--- src/hw/rtl/sha_pkg.sv ---
package sha_pkg;

    typedef enum logic [2:0] {
        ST_IDLE,
        ST_PAD,
        ST_LOAD,
        ST_ROUND,
        ST_FOLD,
        ST_EMIT
    } t_state;

    // controller to datapath
    typedef struct packed {
        logic       wr_byte;    // write byte into block store, advance fill
        logic [7:0] wr_data;
        logic       cnt_byte;   // count one message byte
        logic       load;       // copy hash words into working words
        logic       round;      // run one compression round
        logic [5:0] rnd;        // round number
        logic       fold;       // add working words into hash words
        logic       reinit;     // restore initial values, clear counters
        logic [2:0] len_sel;    // length byte select
        logic       len_mode;   // write length byte instead of wr_data
    } t_cmd;

    // datapath to controller
    typedef struct packed {
        logic [5:0] fill;
    } t_stat;

    // input item commands
    localparam logic CMD_DATA   = 1'b0;
    localparam logic CMD_FINISH = 1'b1;

    localparam logic [7:0] PAD_BYTE   = 8'h80;
    localparam logic [5:0] LENGTH_POS = 6'd56;

    localparam logic [31:0] H_INIT [8] = '{
        32'h6a09e667, 32'hbb67ae85, 32'h3c6ef372, 32'ha54ff53a,
        32'h510e527f, 32'h9b05688c, 32'h1f83d9ab, 32'h5be0cd19};

    localparam logic [31:0] K_TAB [64] = '{
        32'h428a2f98, 32'h71374491, 32'hb5c0fbcf, 32'he9b5dba5,
        32'h3956c25b, 32'h59f111f1, 32'h923f82a4, 32'hab1c5ed5,
        32'hd807aa98, 32'h12835b01, 32'h243185be, 32'h550c7dc3,
        32'h72be5d74, 32'h80deb1fe, 32'h9bdc06a7, 32'hc19bf174,
        32'he49b69c1, 32'hefbe4786, 32'h0fc19dc6, 32'h240ca1cc,
        32'h2de92c6f, 32'h4a7484aa, 32'h5cb0a9dc, 32'h76f988da,
        32'h983e5152, 32'ha831c66d, 32'hb00327c8, 32'hbf597fc7,
        32'hc6e00bf3, 32'hd5a79147, 32'h06ca6351, 32'h14292967,
        32'h27b70a85, 32'h2e1b2138, 32'h4d2c6dfc, 32'h53380d13,
        32'h650a7354, 32'h766a0abb, 32'h81c2c92e, 32'h92722c85,
        32'ha2bfe8a1, 32'ha81a664b, 32'hc24b8b70, 32'hc76c51a3,
        32'hd192e819, 32'hd6990624, 32'hf40e3585, 32'h106aa070,
        32'h19a4c116, 32'h1e376c08, 32'h2748774c, 32'h34b0bcb5,
        32'h391c0cb3, 32'h4ed8aa4a, 32'h5b9cca4f, 32'h682e6ff3,
        32'h748f82ee, 32'h78a5636f, 32'h84c87814, 32'h8cc70208,
        32'h90befffa, 32'ha4506ceb, 32'hbef9a3f7, 32'hc67178f2};

    function automatic logic [31:0] rotr(input logic [31:0] x, input int n);
        return (x >> n) | (x << (32 - n));
    endfunction

endpackage

--- src/hw/rtl/sha_datapath.sv ---
module sha_datapath (
    input  logic           i_clk,
    input  logic           i_rst_n,
    input  sha_pkg::t_cmd  i_cmd,
    output sha_pkg::t_stat o_stat,
    input  logic [2:0]     i_word_sel,
    output logic [31:0]    o_word
);
    import sha_pkg::*;

    logic [31:0] r_blk [16];
    logic [5:0]  r_fill, n_fill;
    logic [63:0] r_bytes, n_bytes;
    logic [31:0] r_h [8];
    logic [31:0] r_v [8];
    logic [31:0] r_w [16];

    logic [63:0] bits;
    logic [7:0]  byte_in;
    logic [31:0] blk_word, w, w15, w2, t1, t2;

    assign bits    = {r_bytes[60:0], 3'b000};
    assign byte_in = i_cmd.len_mode ? bits[{~i_cmd.len_sel, 3'b000} +: 8] : i_cmd.wr_data;

    // block held as 16 big-endian words; each byte lands in its lane
    always_ff @(posedge i_clk) begin
        if (i_cmd.wr_byte) begin
            r_blk[r_fill[5:2]][{~r_fill[1:0], 3'b000} +: 8] <= byte_in;
        end
    end

    assign blk_word = r_blk[i_cmd.rnd[3:0]];

    always_comb begin
        w15 = r_w[4'(i_cmd.rnd[3:0] - 4'd15)];
        w2  = r_w[4'(i_cmd.rnd[3:0] - 4'd2)];
        if (i_cmd.rnd < 6'd16) begin
            w = blk_word;
        end else begin
            w = r_w[i_cmd.rnd[3:0]]
                + (rotr(w15, 7) ^ rotr(w15, 18) ^ (w15 >> 3))
                + r_w[4'(i_cmd.rnd[3:0] - 4'd7)]
                + (rotr(w2, 17) ^ rotr(w2, 19) ^ (w2 >> 10));
        end
        t1 = r_v[7] + (rotr(r_v[4], 6) ^ rotr(r_v[4], 11) ^ rotr(r_v[4], 25))
             + ((r_v[4] & r_v[5]) ^ (~r_v[4] & r_v[6])) + K_TAB[i_cmd.rnd] + w;
        t2 = (rotr(r_v[0], 2) ^ rotr(r_v[0], 13) ^ rotr(r_v[0], 22))
             + ((r_v[0] & r_v[1]) ^ (r_v[0] & r_v[2]) ^ (r_v[1] & r_v[2]));
    end

    always_ff @(posedge i_clk) begin
        if (i_cmd.load) begin
            r_v <= r_h;
        end else if (i_cmd.round) begin
            r_w[i_cmd.rnd[3:0]] <= w;
            r_v[7] <= r_v[6];
            r_v[6] <= r_v[5];
            r_v[5] <= r_v[4];
            r_v[4] <= r_v[3] + t1;
            r_v[3] <= r_v[2];
            r_v[2] <= r_v[1];
            r_v[1] <= r_v[0];
            r_v[0] <= t1 + t2;
        end
    end

    always_comb begin
        n_fill  = r_fill;
        n_bytes = r_bytes;
        if (i_cmd.wr_byte)  n_fill  = r_fill + 6'd1;
        if (i_cmd.cnt_byte) n_bytes = r_bytes + 64'd1;
        if (i_cmd.reinit) begin
            n_fill  = '0;
            n_bytes = '0;
        end
    end

    always_ff @(posedge i_clk) begin
        if (!i_rst_n) begin
            r_fill  <= '0;
            r_bytes <= '0;
            r_h     <= H_INIT;
        end else begin
            r_fill  <= n_fill;
            r_bytes <= n_bytes;
            if (i_cmd.reinit) begin
                r_h <= H_INIT;
            end else if (i_cmd.fold) begin
                for (int j = 0; j < 8; j++) begin
                    r_h[j] <= r_h[j] + r_v[j];
                end
            end
        end
    end

    assign o_stat.fill = r_fill;
    assign o_word      = r_h[i_word_sel];
endmodule

--- src/hw/rtl/sha_ctrl.sv ---
module sha_ctrl (
    input  logic           i_clk,
    input  logic           i_rst_n,
    input  logic           i_in_valid,
    output logic           o_in_ready,
    input  logic           i_command,
    input  logic [7:0]     i_data_byte,
    output logic           o_out_valid,
    input  logic           i_out_ready,
    output logic [2:0]     o_word_idx,
    output sha_pkg::t_cmd  o_cmd,
    input  sha_pkg::t_stat i_stat
);
    import sha_pkg::*;

    t_state     r_state, n_state;
    logic [5:0] r_rnd, n_rnd;
    logic [2:0] r_cnt, n_cnt;
    logic       r_fin, n_fin;   // compression belongs to a finish
    logic       r_len, n_len;   // writing length bytes

    always_ff @(posedge i_clk) begin
        if (!i_rst_n) begin
            r_state <= ST_IDLE;
            r_rnd   <= '0;
            r_cnt   <= '0;
            r_fin   <= 1'b0;
            r_len   <= 1'b0;
        end else begin
            r_state <= n_state;
            r_rnd   <= n_rnd;
            r_cnt   <= n_cnt;
            r_fin   <= n_fin;
            r_len   <= n_len;
        end
    end

    always_comb begin
        n_state    = r_state;
        n_rnd      = r_rnd;
        n_cnt      = r_cnt;
        n_fin      = r_fin;
        n_len      = r_len;
        o_cmd      = '0;
        o_cmd.rnd  = r_rnd;
        o_in_ready = 1'b0;
        o_out_valid = 1'b0;
        o_word_idx = r_cnt;
        case (r_state)
            ST_IDLE: begin
                o_in_ready = 1'b1;
                if (i_in_valid) begin
                    o_cmd.wr_byte = 1'b1;
                    if (i_command == CMD_DATA) begin
                        o_cmd.wr_data  = i_data_byte;
                        o_cmd.cnt_byte = 1'b1;
                        n_fin = 1'b0;
                        if (i_stat.fill == 6'd63) n_state = ST_LOAD;
                    end else begin
                        o_cmd.wr_data = PAD_BYTE;
                        n_fin = 1'b1;
                        n_len = 1'b0;
                        n_cnt = '0;
                        n_state = (i_stat.fill == 6'd63) ? ST_LOAD : ST_PAD;
                    end
                end
            end
            ST_PAD: begin
                o_cmd.wr_byte = 1'b1;
                if (r_len) begin
                    o_cmd.len_mode = 1'b1;
                    o_cmd.len_sel  = r_cnt;
                    n_cnt = r_cnt + 3'd1;
                    if (r_cnt == 3'd7) n_state = ST_LOAD;
                end else begin
                    if (i_stat.fill == LENGTH_POS) begin
                        o_cmd.len_mode = 1'b1;
                        o_cmd.len_sel  = 3'd0;
                        n_len = 1'b1;
                        n_cnt = 3'd1;
                    end else if (i_stat.fill == 6'd63) begin
                        n_state = ST_LOAD;
                    end
                end
            end
            ST_LOAD: begin
                o_cmd.load = 1'b1;
                n_rnd = '0;
                n_state = ST_ROUND;
            end
            ST_ROUND: begin
                o_cmd.round = 1'b1;
                n_rnd = r_rnd + 6'd1;
                if (r_rnd == 6'd63) n_state = ST_FOLD;
            end
            ST_FOLD: begin
                o_cmd.fold = 1'b1;
                if (!r_fin) begin
                    n_state = ST_IDLE;
                end else if (r_len) begin
                    n_cnt = '0;
                    n_state = ST_EMIT;
                end else begin
                    n_state = ST_PAD;
                end
            end
            ST_EMIT: begin
                o_out_valid = 1'b1;
                if (i_out_ready) begin
                    n_cnt = r_cnt + 3'd1;
                    if (r_cnt == 3'd7) begin
                        o_cmd.reinit = 1'b1;
                        n_fin = 1'b0;
                        n_len = 1'b0;
                        n_state = ST_IDLE;
                    end
                end
            end
            default: n_state = ST_IDLE;
        endcase
    end
endmodule

--- src/hw/rtl/sha256_stream_hasher.sv ---
// Channel | Signals                         | Item
// s_axis  | tvalid tready tdata[7:0] tuser  | tdata: data_byte; tuser: command
// m_axis  | tvalid tready tdata[39:0] tlast | tdata: digest_word, word_index
//
// Data bytes are accepted one per cycle while idle; the 64th byte of a block starts
// a compression (load, 64 rounds of one shared round unit, fold).
// A finish runs padding one byte per cycle, one or two compressions, then
// presents eight digest words, one per accepted output cycle.
// Reset (synchronous, active low) restores the initial hash and clears counts.
// Input is refused during compression and digest output; output stalls hold.
module sha256_stream_hasher (
    input  logic        i_clk,
    input  logic        i_rst_n,
    input  logic        s_axis_tvalid,
    output logic        s_axis_tready,
    input  logic [7:0]  s_axis_tdata,   // [7:0] data_byte
    input  logic        s_axis_tuser,   // [0] command
    output logic        m_axis_tvalid,
    input  logic        m_axis_tready,
    output logic [39:0] m_axis_tdata,   // [31:0] digest_word, [34:32] word_index, zero fill
    output logic        m_axis_tlast    // last_word
);
    import sha_pkg::*;

    t_cmd       cmd;
    t_stat      stat;
    logic [2:0] word_idx;
    logic [31:0] word;

    sha_ctrl u_ctrl (
        .i_clk, .i_rst_n,
        .i_in_valid (s_axis_tvalid), .o_in_ready (s_axis_tready),
        .i_command (s_axis_tuser), .i_data_byte (s_axis_tdata),
        .o_out_valid (m_axis_tvalid), .i_out_ready (m_axis_tready),
        .o_word_idx (word_idx), .o_cmd (cmd), .i_stat (stat)
    );

    sha_datapath u_dp (
        .i_clk, .i_rst_n, .i_cmd (cmd), .o_stat (stat),
        .i_word_sel (word_idx), .o_word (word)
    );

    assign m_axis_tdata = {5'd0, word_idx, word};
    assign m_axis_tlast = (word_idx == 3'd7);
endmodule

--- config.mk ---
export PLATFORM = sky130hd
export DESIGN_NAME = sha256_stream_hasher
export DESIGN_NICKNAME = d
export VERILOG_FILES = /design/src/hw/rtl/sha_pkg.sv /design/src/hw/rtl/sha_datapath.sv /design/src/hw/rtl/sha_ctrl.sv /design/src/hw/rtl/sha256_stream_hasher.sv
export SDC_FILE = /design/constraint.sdc
export NUM_CORES = 2
export LEC_CHECK = 0
export BUFFER_PORTS_ARGS = -buffer_cell sky130_fd_sc_hd__buf_2
export CAP_MARGIN = 25
export CELL_PAD_IN_SITES_DETAIL_PLACEMENT = 2
export CELL_PAD_IN_SITES_GLOBAL_PLACEMENT = 2
export CORE_MARGIN = 2
export CORE_UTILIZATION = 49
export DETAILED_ROUTE_END_ITERATION = 7
export HOLD_SLACK_MARGIN = 0.08
export PLACE_DENSITY = 0.92
export SYNTH_ARGS = -nofsm -noshare
export SYNTH_HDL_FRONTEND = slang
export SYNTH_SLANG_ARGS = --single-unit
--- constraint.sdc ---
create_clock -name i_clk -period 24.3 [get_ports i_clk]
set_input_delay 4.86 -clock i_clk [delete_from_list [all_inputs] [get_ports i_clk]]
set_output_delay 4.86 -clock i_clk [all_outputs]
set_load 0.005 [all_outputs]
==> flow_summary.ini, run 1 <==
[run_status]
outcome = aborted with a tool error
failing_step = 5_1_grt
firstError = [ERROR GRT-0232] Routing congestion too high. Check the congestion heatmap in the GUI.

[logic_synthesis]
ys_types = 85
ys_warn_count = 0
yosys.area.top_type = edfxtp_1
synth_top_area_share_pct = 38.2
syn_area_mm2 = 0.101
synth_commonest_cells = edfxtp_1 (1,280), nand2_1 (1,157), mux4_2 (734)
synth_area_leaders = edfxtp_1 (38%), mux4_2 (16%), dfxtp_1 (6.8%)
synth_ff_type = edfxtp_1
syn-instance-count = 8384
synth_most_common_cell = edfxtp_1
yosysSeqAreaShare_pct = 45.0
synth_edf_count = 1280
ys_async_sr_fraction_pct = 0
ys_ff_latch = 1621
synth.avg_cell_area_um2 = 12.0

[die]
die_w_um = 457
pin_count = 56
rows = 166
start_util_pct = 49.2
die_h_um = 457

[clocking]
cts_buffers = 184
root_buffer = clkbuf_16
h-tree-depth = 4
cts_setup_buffers = 0
cts_hold_buf = 0
cts-resized-gates = 0
clk_path_buf_depth = 3
clock_sinks = 1621

[place]
place_ws_ns = 8.20
dp.cells = 10800
dp_hpwl_um = 321000
io_buffers = 50
gp_congestion = 0.975

[global_routing]
grt_max_degree = 138
grt_usage_pct = 73.2
antenna_found_initial = 122
overflow = 498
## metal layers
layer,GRT usage (%),GRT overflow
met4,72.4,221
met3,60.8,24
met1,73.3,13
met2,86.4,238
met5,38.9,2
## per-stage QoR
step | utilization [%] | hold WS (ns) | cell area (um2)
after floorplan | - | 0.455 | 101000
after detailed placement | 50.7 | 0.489 | 104000
after global placement | 50.7 | 0.467 | 104000
after CTS | 53.7 | 0.507 | 110000
## cells by family after synthesis
family	count (synthesis)	synth area share [%]
AO/OA/AOI/OAI	1593	9.90
other	1	0.00373
AND/OR/NAND/NOR	2175	9.39
multiplexers	853	17.8
flip-flops	1621	45.0
XOR/XNOR	610	5.35
adder cells (fa/ha/maj)	622	9.14
buffers and inverters	909	3.45
==> run 2, diff against run 1 <==
- CELL_PAD_IN_SITES_DETAIL_PLACEMENT: 2 -> default
- CELL_PAD_IN_SITES_GLOBAL_PLACEMENT: 2 -> default
- CORE_UTILIZATION: 49 -> 40
- HOLD_SLACK_MARGIN: 0.08 -> default
- PLACE_DENSITY: 0.92 -> default
- PLACE_DENSITY_LB_ADDON: default -> 0.15
==> run 2 against run 1 <==
The run now ends clean. Synthesized cell count stayed put. Area after synthesis stayed put.
==> flow_summary.ini, run 2 <==
[global_routing]
antenna_found_initial = 6
grt_pass1_vias = 69000
grt_pass1_wl_um = 488000
grt_max_degree = 131
grt_usage_pct = 25.8
overflow = 0

[worst_setup_path]
cp.arrival_ns = 16.11
critical_path_class = flop to flop
path_buf_inv = 7
cpMaxStageDelayCell = buf_4
required_ns = 24.85
cp_common_cell = fa_1
max_stage_delay_ns = 0.81
end_kind = flop
path_max_fanout = 59
cpLargestDelayFamily = adder cells
cp-start-kind = flop

[finish]
final_cell_mix = edfxtp_1 (1,280), nand2_1 (1,155), mux4_2 (734)
multi_input_area_mm2 = 0.0521
layout_commonest_cell = edfxtp_1
drive_gt1_share_pct = 16.0
fillers = 22800
syn_to_final_growth_pct = 10.4
regArea_mm2 = 0.0453
nNetsFinal = 8927

[drt]
drc = 0
vias = 71000
final_antenna_net_count = 0
firstDrtPassIters = 6
viasPerCell = 6.00
wl_um = 334000
detail_route.wl_per_cell_um = 28.2
dr.first_iter.drc_count = 7585

[die]
rows = 184
start_util_pct = 40.1
die_area_mm2 = 0.256
die_w_um = 506
pin_count = 56
die_h_um = 506
core_area_mm2 = 0.251

[logic_synthesis]
ys_async_sr_fraction_pct = 0
synth_commonest_cells = edfxtp_1 (1,280), nand2_1 (1,157), mux4_2 (734)
synth_top_area_share_pct = 38.2
synth_ff_type = edfxtp_1
synth_most_common_cell = edfxtp_1
ys_ff_latch = 1621
syn_area_mm2 = 0.101
ys_types = 85
synth_edf_count = 1280
ys_warn_count = 0
synth_area_leaders = edfxtp_1 (38%), mux4_2 (16%), dfxtp_1 (6.8%)
yosysSeqAreaShare_pct = 45.0
synth.avg_cell_area_um2 = 12.0
yosys.area.top_type = edfxtp_1
syn-instance-count = 8384

[power]
vdd_drop_max_uv = 70.0
fin_total_pwr_uw = 7270
power_leakage_uw = 0.0391
power.density_mw_per_mm2 = 65.4

[sta]
finalCritPeriodShare_pct = 64.0
fin_tns_setup_ns = 0
final_max_slew_viol_count = 0
fin_crit_ns = 15.56
hold_violations = 0
hold_ws_ns = 0.493
finClkSkew_ns = 0.123
clock.fmax_ghz = 0.0643
tightest_slew_ns = 1.13
rsz0062_at_grt = false
setup_violations = 0
timing.slew.headroom_pct = 24.2

[clocking]
cts_tree = yes
root_buffer = clkbuf_16
clk_latency_ns = 0.89
cts_hold_buf = 0
cts_setup_buffers = 0
cts-resized-gates = 0
h-tree-depth = 4
clock_sinks = 1621
clk_path_buf_depth = 3
cts_buffers = 188
clk_pin_slew_ns = 0.06

[run_status]
outcome = completed

[run]
max-cap-violations = 0

[place]
io_buffers = 50
gp_congestion = 0.933
dp_hpwl_um = 235000

[worst_hold_path]
hp-class = flop to flop
run 2: cell counts after synthesis:
Identical to the previous run, type by type.
run 2: tightest hold or removal path, cell delays in order, from the launching register on:
cell and delay (ns):
dfxtp_1 0.32, o21ai_0 0.07, a21oi_1 0.06
run 2: layer usage:
layer	global-route usage [%]	share of wire, %
met1	37.8	44
met4	7.11	2.9
met2	39.7	45
met3	3.85	7.2
met5	0	0
run 2: final timing paths:
kind / cells past startpoint / from / endpoint / slack (ns)
worst max-delay path: 47 / u_ctrl.r_rnd[0] / u_dp.r_v[255] / 8.74
worst min-delay path: 2 / u_dp.r_bytes[60] / u_dp.r_bytes[60] / 0.49
worst min register to register: 2 / u_dp.r_bytes[60] / u_dp.r_bytes[60] / 0.49
worst max register to register: 47 / u_ctrl.r_rnd[0] / u_dp.r_v[255] / 8.74
run 2: final cells by class:
class / count / share of cell area, %
clock inverters: 129 / 1.18
well taps: 3348 / 3.77
repair buffers: 212 / 1.43
clock buffers: 225 / 4.43
inverters: 429 / 1.46
flip-flops and latches: 1621 / 40.8
diodes: 3 / 0.00676
multi-input cells: 5858 / 46.9
run 2: logic make-up after synthesis:
| kind of cell | share of synthesized area [%] |
|---|---|
| other | 0.00373 |
| and+or+nand+nor | 9.39 |
| adders and majority gates | 9.14 |
| DFF | 45.0 |
| muxes | 17.8 |
| buffers and inverters | 3.45 |
| xor gates and xnor gates | 5.35 |
| AOI/OAI and AO/OA | 9.90 |
run 2: stage by stage:
stage               cells  util (%)  setup slack [ns]  instance area [um2]
finish              11800      44.3              8.74               111000
global route        11800      44.3              7.88               111000
CTS                 11800      44.2              8.78               111000
detailed placement  11500      41.8              8.86               105000
global placement    11400      41.7              8.88               104000
floorplan            8388         -             10.32               101000
run 2: power by group:
group          internal (uW)  leakage, uW  switching, uW
clock network           1620      0.00302           1250
logic                    502       0.0220            758
registers               3080       0.0141           62.5
No activity file was read; power rests on OpenSTA's default activity.
